**config.mk**
```make
export PLATFORM = sky130hd
export DESIGN_NAME = pfcq_ctrl
export DESIGN_NICKNAME = d
export VERILOG_FILES = /design/src/rtl/pfcq_pkg.sv /design/src/rtl/pfcq_ctrl.sv
export SDC_FILE = /design/constraint.sdc
export NUM_CORES = 1
export LEC_CHECK = 0
export BUFFER_PORTS_ARGS = -buffer_cell sky130_fd_sc_hd__buf_2
export CORE_AREA = 2 2 39 41
export DETAILED_ROUTE_END_ITERATION = 8
export DIE_AREA = 0 0 41 43
export HOLD_SLACK_MARGIN = 0.12
export PLACE_DENSITY = 0.47
export SYNTH_ARGS = -nofsm -noshare
export SYNTH_HDL_FRONTEND = slang
export SYNTH_SLANG_ARGS = --single-unit
export TNS_END_PERCENT = 30
```
**constraint.sdc**
```tcl
create_clock -name clk -period 1.1 [get_ports clk]
set_input_delay 0.11 -clock clk [delete_from_list [all_inputs] [get_ports clk]]
set_output_delay 0.11 -clock clk [all_outputs]
set_load 0.01 [all_outputs]
```
**src/rtl/pfcq_pkg.sv**
```systemverilog
// ----------------------------------------------------------------------------
// pfcq_pkg
// Shared constants and types of the payload framer with CRC queue.
// ----------------------------------------------------------------------------
package pfcq_pkg;

  localparam int unsigned QueueDepthDefault = 4;
  localparam int unsigned MaxPayloadDefault = 256;
  localparam int unsigned HdrLen = 16;
  localparam logic [7:0] HdrLenByte = 8'd14;
  localparam logic [15:0] CrcInit = 16'hFFFF;
  localparam logic [15:0] CrcPoly = 16'h1021;

  localparam logic [1:0] CMD_PUSH    = 2'd0;
  localparam logic [1:0] CMD_FETCH   = 2'd1;
  localparam logic [1:0] CMD_RELEASE = 2'd2;
  localparam logic [1:0] CMD_NONE    = 2'd3;

  localparam logic [2:0] ST_OK       = 3'd0;
  localparam logic [2:0] ST_DROPPED  = 3'd1;
  localparam logic [2:0] ST_EMPTY    = 3'd2;
  localparam logic [2:0] ST_ABORTED  = 3'd3;
  localparam logic [2:0] ST_DISABLED = 3'd4;

  localparam logic [2:0] REG_ENABLED  = 3'd0;
  localparam logic [2:0] REG_PAYLOAD  = 3'd1;
  localparam logic [2:0] REG_CHANMASK = 3'd2;
  localparam logic [2:0] REG_START    = 3'd3;
  localparam logic [2:0] REG_SYNC0    = 3'd4;
  localparam logic [2:0] REG_SYNC1    = 3'd5;
  localparam logic [2:0] REG_VERSION  = 3'd6;

  // Commands from the controller to the datapath.
  typedef struct packed {
    logic push;      // accept a payload byte
    logic fetch;     // produce the next frame byte
    logic release_cs;
    logic dis_push;  // disabled push: bit counter and fill count only
    logic take;      // latch an item into the working registers
  } pfcq_cmd_t;

  // Status from the datapath to the controller.
  typedef struct packed {
    logic enabled;
  } pfcq_stat_t;

  function automatic logic [15:0] crc_byte(input logic [15:0] crc, input logic [7:0] b);
    logic [15:0] c;
    c = crc ^ {b, 8'h00};
    for (int k = 0; k < 8; k++) begin
      c = c[15] ? ({c[14:0], 1'b0} ^ CrcPoly) : {c[14:0], 1'b0};
    end
    return c;
  endfunction

endpackage

```
**src/rtl/pfcq_ctrl.sv**
```systemverilog
// ----------------------------------------------------------------------------
// pfcq_ctrl
// Sequencer: takes an item, runs its read and update cycles, then holds the
// result until the receiver takes the beat.
// ----------------------------------------------------------------------------
module pfcq_ctrl (
  input  logic                 clk,
  input  logic                 rst,
  input  logic                 in_valid,
  output logic                 in_stall,
  input  logic [1:0]           command,
  output logic                 out_valid,
  input  logic                 out_stall,
  input  pfcq_pkg::pfcq_stat_t stat,
  output pfcq_pkg::pfcq_cmd_t  cmd
);

  localparam logic [1:0] S_IDLE = 2'd0;
  localparam logic [1:0] S_EXEC = 2'd1;
  localparam logic [1:0] S_OUT  = 2'd2;

  logic [1:0] state;
  logic [1:0] state_next;
  logic [1:0] op;

  assign in_stall  = (state != S_IDLE);
  assign out_valid = (state == S_OUT);

  always_comb begin
    state_next = state;
    unique case (state)
      S_IDLE:  if (in_valid) state_next = S_EXEC;
      S_EXEC:  state_next = S_OUT;
      S_OUT:   if (!out_stall) state_next = S_IDLE;
      default: state_next = S_IDLE;
    endcase
  end

  always_ff @(posedge clk) begin
    if (rst) begin
      state <= S_IDLE;
      op <= pfcq_pkg::CMD_NONE;
    end else begin
      state <= state_next;
      if (state == S_IDLE && in_valid) op <= command;
    end
  end

  always_comb begin
    cmd = '0;
    cmd.take = (state == S_IDLE) && in_valid;
    if (state == S_EXEC) begin
      cmd.push       = stat.enabled && (op == pfcq_pkg::CMD_PUSH);
      cmd.fetch      = stat.enabled && (op == pfcq_pkg::CMD_FETCH);
      cmd.release_cs = stat.enabled && (op == pfcq_pkg::CMD_RELEASE);
      cmd.dis_push   = !stat.enabled && (op == pfcq_pkg::CMD_PUSH);
    end
  end

`ifndef SYNTHESIS
  a_no_take_busy: assert property (@(posedge clk) disable iff (rst)
    in_stall |-> !cmd.take) else $error("item taken while busy");
  a_exec_to_out: assert property (@(posedge clk) disable iff (rst)
    (state == S_EXEC) |=> out_valid) else $error("result not shown after work");
  a_one_op: assert property (@(posedge clk) disable iff (rst)
    $onehot0({cmd.push, cmd.fetch, cmd.release_cs, cmd.dis_push}))
    else $error("several operations at once");
`endif

endmodule

```
==> results.sh, run 1 <==
export IMPL_cp_startpoint="op[0]$_SDFFE_PP1P_"
export IMPL_finalHoldViolCount=0
export IMPL_grt_pass1_wl_um=814
export IMPL_critPathKind="reg -> out"
export IMPL_finalPower_mw=0.4248
export IMPL_viasPerCell=3.845
export IMPL_first_pass_iters=1
export IMPL_cts_tree="done"
export IMPL_gr_usage_all_layers_pct=7.530
export IMPL_syn_num_nets=32
export IMPL_drtIter0Drc=0
export IMPL_io_pins=14
export IMPL_synthesis_area_sq_um=227.7
export IMPL_multiInputGateArea_sq_um=141.4
export IMPL_power_density_nw_per_um2=1163
export IMPL_hpwlAfterDp_um=369.5
export IMPL_cts_reportedPaths_clkPinSlew_ns=0.04
export IMPL_initial_core_util_pct=16.46
export IMPL_hold_class="in -> reg"
export IMPL_clk_latency_ns=0.23
export IMPL_critPathCapture="cmd[4]"
export IMPL_cp_max_fo=4
export IMPL_fmax_mhz=884.7
export IMPL_area_delta_synth_final_pct=60.44
export IMPL_clock_skew_ns=0.001320
export IMPL_slew_viol_final=0
export IMPL_topRoutingLayerUsed="met4"
export IMPL_cts_sinks=4
export IMPL_worstSetupEndpointType="output pin"
export IMPL_ys_warn_count=0
export IMPL_syn_avg_cell_area_sq_um=9.109
export IMPL_synth_cell_type_count=15
export IMPL_finalSetupViolations=4
export IMPL_vias=223
export IMPL_wl_met1_um=226
export IMPL_violations="setup timing"
export IMPL_port_buffers=13
export IMPL_ys_ff_latch=4
export IMPL_required_ns=0.99
export IMPL_grt_max_degree=10
export IMPL_cts_buffers=3
export IMPL_rsz0062_at_grt="yes"
export IMPL_area_sequential_sq_um=86.33
export IMPL_antenna_left=0
export IMPL_clockBufferDepth=2
export IMPL_fin_crit_ns=1.130
export IMPL_die_y_um=43
export IMPL_r2r_start="state[0]$_SDFFE_PP0P_"
export IMPL_slew_headroom_pct=86.67
export IMPL_wl_per_cell_um=8.534
export IMPL_fin_util_pct=26.40
export IMPL_gp_congestion=0.5968
export IMPL_r2r_setup_slack_ns=0.13
export IMPL_antenna_found_initial=0
export IMPL_synthCells=25
export IMPL_min_period_over_period_pct=102.8
export IMPL_drc_errors=0
export IMPL_cap_violations=0
export IMPL_final_setup_worst_slack_ns=-0.03030
export IMPL_drive_gt1_share_pct=57.14
export IMPL_grt_overflow=0
export IMPL_core_area_sq_um=1384
export IMPL_diodes=0
export IMPL_wl_met3_um=46
export IMPL_fillers=152
export IMPL_r2r_end="op[0]$_SDFFE_PP1P_"
export IMPL_reg2reg_depth=3
export IMPL_root_buffer="clkbuf_4"
export IMPL_grt_pass1_vias=197
export IMPL_layout_nets=51
export IMPL_vdd_drop_max_mv=0.4830
export IMPL_die_w_um=41
export IMPL_wl_met2_um=217
export IMPL_tightest_slew_ns=0.1981
export IMPL_p_leak_nw=0.1653
export IMPL_htreeDepth=1
export IMPL_rows=14
export IMPL_synth_seq_area_share_pct=35.16
export IMPL_routed_wl_um=495
export IMPL_die_area_sq_um=1763
export IMPL_crit_arrival_ns=1.02
export IMPL_start_kind="flop"
export IMPL_status="finished with violations"
-- timing repair --
| action | CTS | global route |
|---|---|---|
| pin swaps | 2 | 3 |
| hold buffers | 1 | 0 |
| endpoints found under the hold margin | 2 | 0 |
| resized for setup | 5 | 2 |
| gates cloned | 0 | 0 |
| endpoints found under the setup margin | 7 | 7 |
| buffers inserted | 1 | 0 |
-- cells in the final DEF, fill, tap and decap left out, types with 2 or more instances in the layout --
| master | instances |
|---|---|
| clkbuf_4 | 3 |
| nand3b_1 | 2 |
| mux2i_1 | 2 |
| buf_2 | 11 |
| nor3_1 | 2 |
| buf_6 | 2 |
| dfxtp_2 | 2 |
| nor2_1 | 4 |
| nand2b_1 | 2 |
-- final cells by class --
class / instances / area share (%)
multi-input combinational: 20 / 38.70
timing repair buffer: 15 / 26.03
sequential: 4 / 23.63
clock buffer: 3 / 6.164
tap: 16 / 5.479
-- synth_stat cells (all sizes together) --
library cell | count | area share, %
nor3b | 2 | 12
nor4 | 1 | 2.7
buf | 1 | 4.9
and2b | 1 | 3.8
nor3 | 2 | 4.4
a21oi | 1 | 2.2
nand2b | 2 | 5.5
or2 | 1 | 2.7
mux2i | 2 | 8.8
nand3b | 2 | 6.6
nor2b | 1 | 2.7
nor2 | 4 | 6.6
dfxtp | 4 | 35
nand3 | 1 | 2.2
-- how the worst min path moves through the flow --
stage / slack, ns / from / to / depth (start not counted)
floorplan: 0.18 / rst / state[1]$_SDFFE_PP0P_ / 1
global placement: 0.36 / rst / state[1]$_SDFFE_PP0P_ / 2
detailed placement: 0.36 / rst / state[1]$_SDFFE_PP0P_ / 2
CTS: 0.13 / command[1] / op[1]$_SDFFE_PP1P_ / 3
global route: 0.14 / command[1] / op[1]$_SDFFE_PP1P_ / 3
finish: 0.14 / command[1] / op[1]$_SDFFE_PP1P_ / 3
-- registers in the layout, indices dropped and copies added (netlist names) --
signal / flops
op: 2
state: 2
-- power by group --
group	total [mW]	internal, mW	switching [mW]
clock network	0.176	0.122	0.0544
logic	0.0762	0.0486	0.0276
registers	0.173	0.156	0.0161
-- through the flow --
step / cells / TNS, ns / hold slack [ns] / cell area [sq um] / setup slack [ns]
6_report: 58 / -0.1053 / 0.1382 / 365.4 / -0.03030
5_1_grt: 58 / -0.4351 / 0.1442 / 365.4 / -0.1323
4_1_cts: 58 / -0.2024 / 0.1326 / 352.8 / -0.07211
3_5_place_dp: 53 / 0 / 0.3598 / 301.5 / 0.02895
3_3_place_gp: 53 / 0 / 0.3568 / 301.5 / 0.08026
2_1_floorplan: 25 / 0 / 0.1791 / 227.7 / 0.1119
-- per-layer routing --
metal / vias up / track usage [%]
met2: 11 / 8.750
met3: 2 / 1.571
met4: 0 / 10.00
li1: 121 / -
met1: 89 / 9.325
met5: - / 0
-- critical path, stage by stage (launching register included) --
cell and delay, ns:
dfxtp_2 0.32, nand3b_1 0.18, nor3_1 0.14, buf_2 0.15
-- logic make-up after synthesis --
family                 count (synthesis)  synth area share [%]
AO/OA/AOI/OAI                          1                 2.196
buffers and inverters                  1                 4.945
flip-flops                             4                 35.17
multiplexers                           2                 8.792
AND/OR/NAND/NOR                       17                 48.90
(Power assumes the default switching activity.)
==> inputs of run 2 (changes only) <==
Settings changed: PLACE_DENSITY 0.47 to 0.48.
Clock period 1.1 ns to 0.99 ns, I/O delays scaled along.
==> run 2 against run 1 <==
Against the previous run:
- critical path type unchanged
- sequential share of layout area fell by 2.0 points
- global-route usage rose by 0.10 points
- the flow still finishes with violations (setup timing)
- die area did not move
- design area rose by 14%
- via count rose by 12%
- total power rose by 18%
- clock-buffer cell count did not move
- setup slack got worse by 0.11 ns
- flip-flop and latch count did not move
- largest cell class unchanged
==> results.sh, run 2 (synthesis results as in run 1) <==
export IMPL_fin_util_pct=30.11
export IMPL_cp_max_fo=7
export IMPL_p_sw_share_pct=24.80
export IMPL_p_sw_mw=0.1244
export IMPL_path_cells="nand3b_1 > nor3b_2 > buf_2"
export IMPL_wl_per_cell_um=9.164
export IMPL_drive_gt1_share_pct=66.67
export IMPL_critPathKind="reg -> out"
export IMPL_vias=249
export IMPL_worstSetupEndpointType="output pin"
export IMPL_crit_arrival_ns=1.03
export IMPL_vdd_drop_max_mv=0.4120
export IMPL_area_delta_synth_final_pct=82.97
export IMPL_required_ns=0.89
export IMPL_clockBufferDepth=2
export IMPL_critPathSlowestCell="dfxtp_4"
export IMPL_first_pass_iters=2
export IMPL_drtIter0Drc=3
export IMPL_path_buf_inv=1
export IMPL_clkPwrFrac_pct=40.3
export IMPL_worst_hold_slack_ns=0.1263
export IMPL_initial_core_util_pct=16.46
export IMPL_violations="setup timing"
export IMPL_gp_congestion=0.5959
export IMPL_cp_top_family="flip-flops"
export IMPL_setup_tns_final_ns=-0.7366
export IMPL_slew_headroom_pct=88.29
export IMPL_htreeDepth=1
export IMPL_status="finished with violations"
export IMPL_port_buffers=13
export IMPL_tightest_slew_ns=0.1744
export IMPL_cts_reportedPaths_clkPinSlew_ns=0.04
export IMPL_die_area_sq_um=1763
export IMPL_rows=14
export IMPL_core_area_sq_um=1384
export IMPL_finalSetupViolations=7
export IMPL_p_int_mw=0.3771
export IMPL_seqPwrFrac_pct=38.9
export IMPL_antenna_found_initial=0
export IMPL_cts_buffers=3
export IMPL_grt_pass1_wl_um=855
export IMPL_diodes=0
export IMPL_grt_pass1_vias=221
export IMPL_routed_wl_um=559
export IMPL_cpPeakStageDelay_ns=0.39
export IMPL_fmax_mhz=882.6
export IMPL_layout_nets=54
export IMPL_cts_tree="done"
export IMPL_antenna_left=0
export IMPL_power_density_nw_per_um2=1204
export IMPL_rsz0062_at_grt="yes"
export IMPL_gr_usage_all_layers_pct=7.631
export IMPL_root_buffer="clkbuf_4"
export IMPL_power_share_combinational_pct=20.8
export IMPL_final_setup_worst_slack_ns=-0.1431
export IMPL_p_leak_nw=0.1883
export IMPL_io_pins=14
export IMPL_fin_area_sq_um=416.7
export IMPL_finalPower_mw=0.5015
export IMPL_dpl_cell_count=54
export IMPL_slew_viol_final=0
export IMPL_start_kind="flop"
export IMPL_reg_top3="op (2), state (2)"
export IMPL_hold_class="in -> reg"
export IMPL_fin_crit_ns=1.133
export IMPL_cts_sinks=4
export IMPL_clock_skew_ns=0.0004658
export IMPL_die_y_um=43
export IMPL_min_period_over_period_pct=114.5
export IMPL_final_common_cell="buf_2"
export IMPL_cap_violations=0
export IMPL_final_cell_mix="11 x buf_2, 4 x nor2_1, 4 x buf_4"
export IMPL_clk_latency_ns=0.23
export IMPL_finalHoldViolCount=0
export IMPL_instances_no_fill=61
export IMPL_viasPerCell=4.082
export IMPL_grt_overflow=0
export IMPL_dp_slack_ns=-0.01998
export IMPL_placed_area_sq_um=309.0
export IMPL_drc_errors=0
export IMPL_die_w_um=41
export IMPL_grt_max_degree=10
run 2: cell count changes in the layout (fill, tap and decap cells not counted), sizes merged:
| cell | before | now |
|---|---|---|
| buf | 14 | 17 |
run 2: layout make-up:
cell class	instances	area (sq um)
fillers	160	967.2
clock buffers	3	22.52
flip-flops and latches	4	90.09
well taps	16	20.02
multi-input cells	20	166.4
repair buffers	18	117.6
run 2: path summary, 6_finish.rpt:
check | start | endpoint | slack, ns | cells after the start
worst min register to register | op[1]$_SDFFE_PP1P_ | op[1]$_SDFFE_PP1P_ | 0.56 | 2
worst max-delay path | state[0]$_SDFFE_PP0P_ | cmd[2] | -0.14 | 3
worst max register to register | state[1]$_SDFFE_PP0P_ | op[0]$_SDFFE_PP1P_ | 0.01 | 3
worst min-delay path | command[1] | op[1]$_SDFFE_PP1P_ | 0.13 | 3
run 2: timing repair:
action | CTS | global route
gates resized for setup | 10 | 3
hold endpoints to repair | 2 | 0
pin swaps | 2 | 2
hold buffers | 1 | 0
setup endpoints to repair | 7 | 9
buffers inserted | 2 | 1
run 2: power by group through the flow:
stage | Combinational (mW) | Clock [mW] | Sequential [mW]
CTS | 0.0987 | 0.212 | 0.192
global placement | 0.0728 | 0 | 0.193
global route | 0.115 | 0.215 | 0.198
floorplan | 0.0495 | 0 | 0.186
detailed placement | 0.0727 | 0 | 0.194
finish | 0.104 | 0.202 | 0.195
run 2: routing by layer:
layer | share of wire [%] | GRT usage [%] | wire (um)
met5 | 0 | 0 | 0
met4 | 0 | 8.000 | 0
met1 | 44 | 9.003 | 246
met2 | 48 | 9.375 | 269
met3 | 7.7 | 3.141 | 43
run 2: worst register-to-register path, delay by kind of cell (launching register included):
kind          cells  cell delay [ns]
buf+inv           1             0.15
flops             1             0.37
mux               1             0.17
simple gates      1             0.21
==> inputs of run 3 (changes only) <==
Settings changed: CTS_BUF_LIST set to sky130_fd_sc_hd__clkbuf_8 sky130_fd_sc_hd__clkbuf_16.
==> run 3 against run 2 <==
Against the previous run:
- the run still ends with setup timing left
- utilization is 0.81 points higher
- sequential share of layout area fell by 0.57 points
- design area rose by 2.7%
- critical path depth stayed put
- sequential power hardly changed
- first-iteration DRC count decreased by 100%
- setup slack better by 0.020 ns
- worst hold slack better by 0.020 ns
- die area is the same
- clock power is 68% higher
- via count shrank 1.6%
- clock skew grew 0.0014 ns
==> results.sh, run 3 (synthesis results as in run 1) <==
export IMPL_status="finished with violations"
export IMPL_violations="setup timing"
export IMPL_slew_headroom_pct=88.37
export IMPL_layout_nets=53
export IMPL_cap_violations=0
export IMPL_critPathKind="reg -> out"
export IMPL_diodes=0
export IMPL_routed_wl_um=574
export IMPL_first_pass_iters=1
export IMPL_cts_sinks=4
export IMPL_die_y_um=43
export IMPL_final_common_cell="buf_2"
export IMPL_reg2reg_depth=3
export IMPL_gp_congestion=0.5959
export IMPL_vias=245
export IMPL_drive_gt1_share_pct=65.91
export IMPL_clk_latency_ns=0.21
export IMPL_worst_hold_slack_ns=0.1463
export IMPL_fmax_mhz=898.6
export IMPL_p_leak_nw=0.1917
export IMPL_tightest_slew_ns=0.1731
export IMPL_cts_tree="done"
export IMPL_die_area_sq_um=1763
export IMPL_cpPeakStageDelay_ns=0.39
export IMPL_drtIter0Drc=0
export IMPL_grt_pass1_vias=222
export IMPL_final_setup_worst_slack_ns=-0.1229
export IMPL_fin_area_sq_um=427.9
export IMPL_slew_viol_final=0
export IMPL_area_delta_synth_final_pct=87.91
export IMPL_cts_reportedPaths_clkPinSlew_ns=0.03
export IMPL_grt_pass1_wl_um=903
export IMPL_placed_area_sq_um=309.0
export IMPL_path_cells="nand3b_1 > nor3b_2 > buf_2"
export IMPL_htreeDepth=1
export IMPL_antenna_left=0
export IMPL_port_buffers=13
export IMPL_clock_skew_ns=0.001866
export IMPL_drc_errors=0
export IMPL_initial_core_util_pct=16.46
export IMPL_vdd_drop_max_mv=0.5148
export IMPL_r2r_setup_slack_ns=-0.01
export IMPL_r2r_start="state[1]$_SDFFE_PP0P_"
export IMPL_min_to="op[1]$_SDFFE_PP1P_"
export IMPL_gr_usage_all_layers_pct=8.233
export IMPL_antenna_found_initial=0
export IMPL_grt_overflow=0
export IMPL_root_buffer="clkbuf_8"
export IMPL_finalSetupViolations=8
export IMPL_rsz0062_at_grt="yes"
export IMPL_core_area_sq_um=1384
export IMPL_die_w_um=41
export IMPL_start_kind="flop"
export IMPL_required_ns=0.89
export IMPL_finalHoldViolCount=0
export IMPL_hp_start="command[1]"
export IMPL_cp_max_fo=7
export IMPL_min_period_over_period_pct=112.4
export IMPL_r2r_end="op[0]$_SDFFE_PP1P_"
export IMPL_hold_class="in -> reg"
export IMPL_rows=14
export IMPL_fin_crit_ns=1.113
export IMPL_worstHoldPathCells=3
export IMPL_viasPerCell=4.083
export IMPL_crit_arrival_ns=1.01
export IMPL_wl_per_cell_um=9.567
export IMPL_reg_top3="op (2), state (2)"
export IMPL_io_pins=14
export IMPL_critPathSlowestCell="dfxtp_4"
export IMPL_final_cell_mix="11 x buf_2, 4 x nor2_1, 3 x clkbuf_8, 3 x buf_4"
export IMPL_clockBufferDepth=2
export IMPL_worstSetupEndpointType="output pin"
export IMPL_power_density_nw_per_um2=1485
export IMPL_grt_max_degree=10
export IMPL_cts_buffers=3
run 3: cell count changes in the layout (fill, tap and decap cells not counted), sizes merged:
cell	before	now
buf	17	16
run 3: timing repair:
action | 4_1_cts | 5_1_grt
hold endpoints to repair | 2 | 0
hold buffers | 1 | 0
pin swaps | 2 | 2
setup endpoints to repair | 7 | 9
setup buffers | 2 | 0
resized for setup | 10 | 3
run 3: final cells by class:
class                   count  area, sq um
fillers                   158        955.9
multi-input cells          20        166.4
repair buffers             17        110.1
flip-flops and latches      4        90.09
clock buffers               3        41.29
well taps                  16        20.02
run 3: how the worst max path moves through the flow:
| stage | startpoint | end | slack, ns | cells after the start |
|---|---|---|---|---|
| 6_report | state[0]$_SDFFE_PP0P_ | cmd[2] | -0.12 | 3 |
| 3_5_place_dp | state[0]$_SDFFE_PP0P_ | cmd[2] | -0.02 | 3 |
| 5_1_grt | state[0]$_SDFFE_PP0P_ | cmd[2] | -0.19 | 3 |
| 3_3_place_gp | state[0]$_SDFFE_PP0P_ | cmd[2] | -0.005 | 3 |
| 2_1_floorplan | state[0]$_SDFFE_PP0P_ | cmd[2] | 0.01 | 2 |
| 4_1_cts | op[0]$_SDFFE_PP1P_ | cmd[1] | -0.19 | 3 |
run 3: per-layer routing:
layer	vias to the layer above	GRT usage, %	part of all wire (%)
li1	125	-	-
met1	110	9.646	44
met2	10	9.688	48
met3	0	3.141	7.5
met4	0	10.00	0
met5	-	0	0
run 3: where the power goes:
group	leakage (nW)	switching (mW)	internal (mW)
combinational	0.137	0.0358	0.0653
sequential	0.0336	0.0220	0.173
clock	0.0216	0.0801	0.259
total	0.192	0.138	0.497
run 3: per-stage QoR:
stage / util (%) / total power [mW] / worst slack, ns / setup TNS (ns) / instances
final: 30.92 / 0.6354 / -0.1229 / -0.5904 / 60
after global routing: 30.92 / 0.6786 / -0.1896 / -1.095 / 60
after CTS: 29.84 / 0.6456 / -0.1898 / -0.7278 / 60
after detailed placement: 22.33 / 0.2663 / -0.01998 / -0.02309 / 54
after global placement: 22.33 / 0.2653 / -0.005337 / -0.005337 / 54
after floorplan: - / 0.2350 / 0.01291 / 0 / 25
run 3: critical path, delay by kind of cell (launching register included):
kind	cells	cell delay, ns
and+or+nand+nor	2	0.27
DFF	1	0.39
buffers and inverters	1	0.14
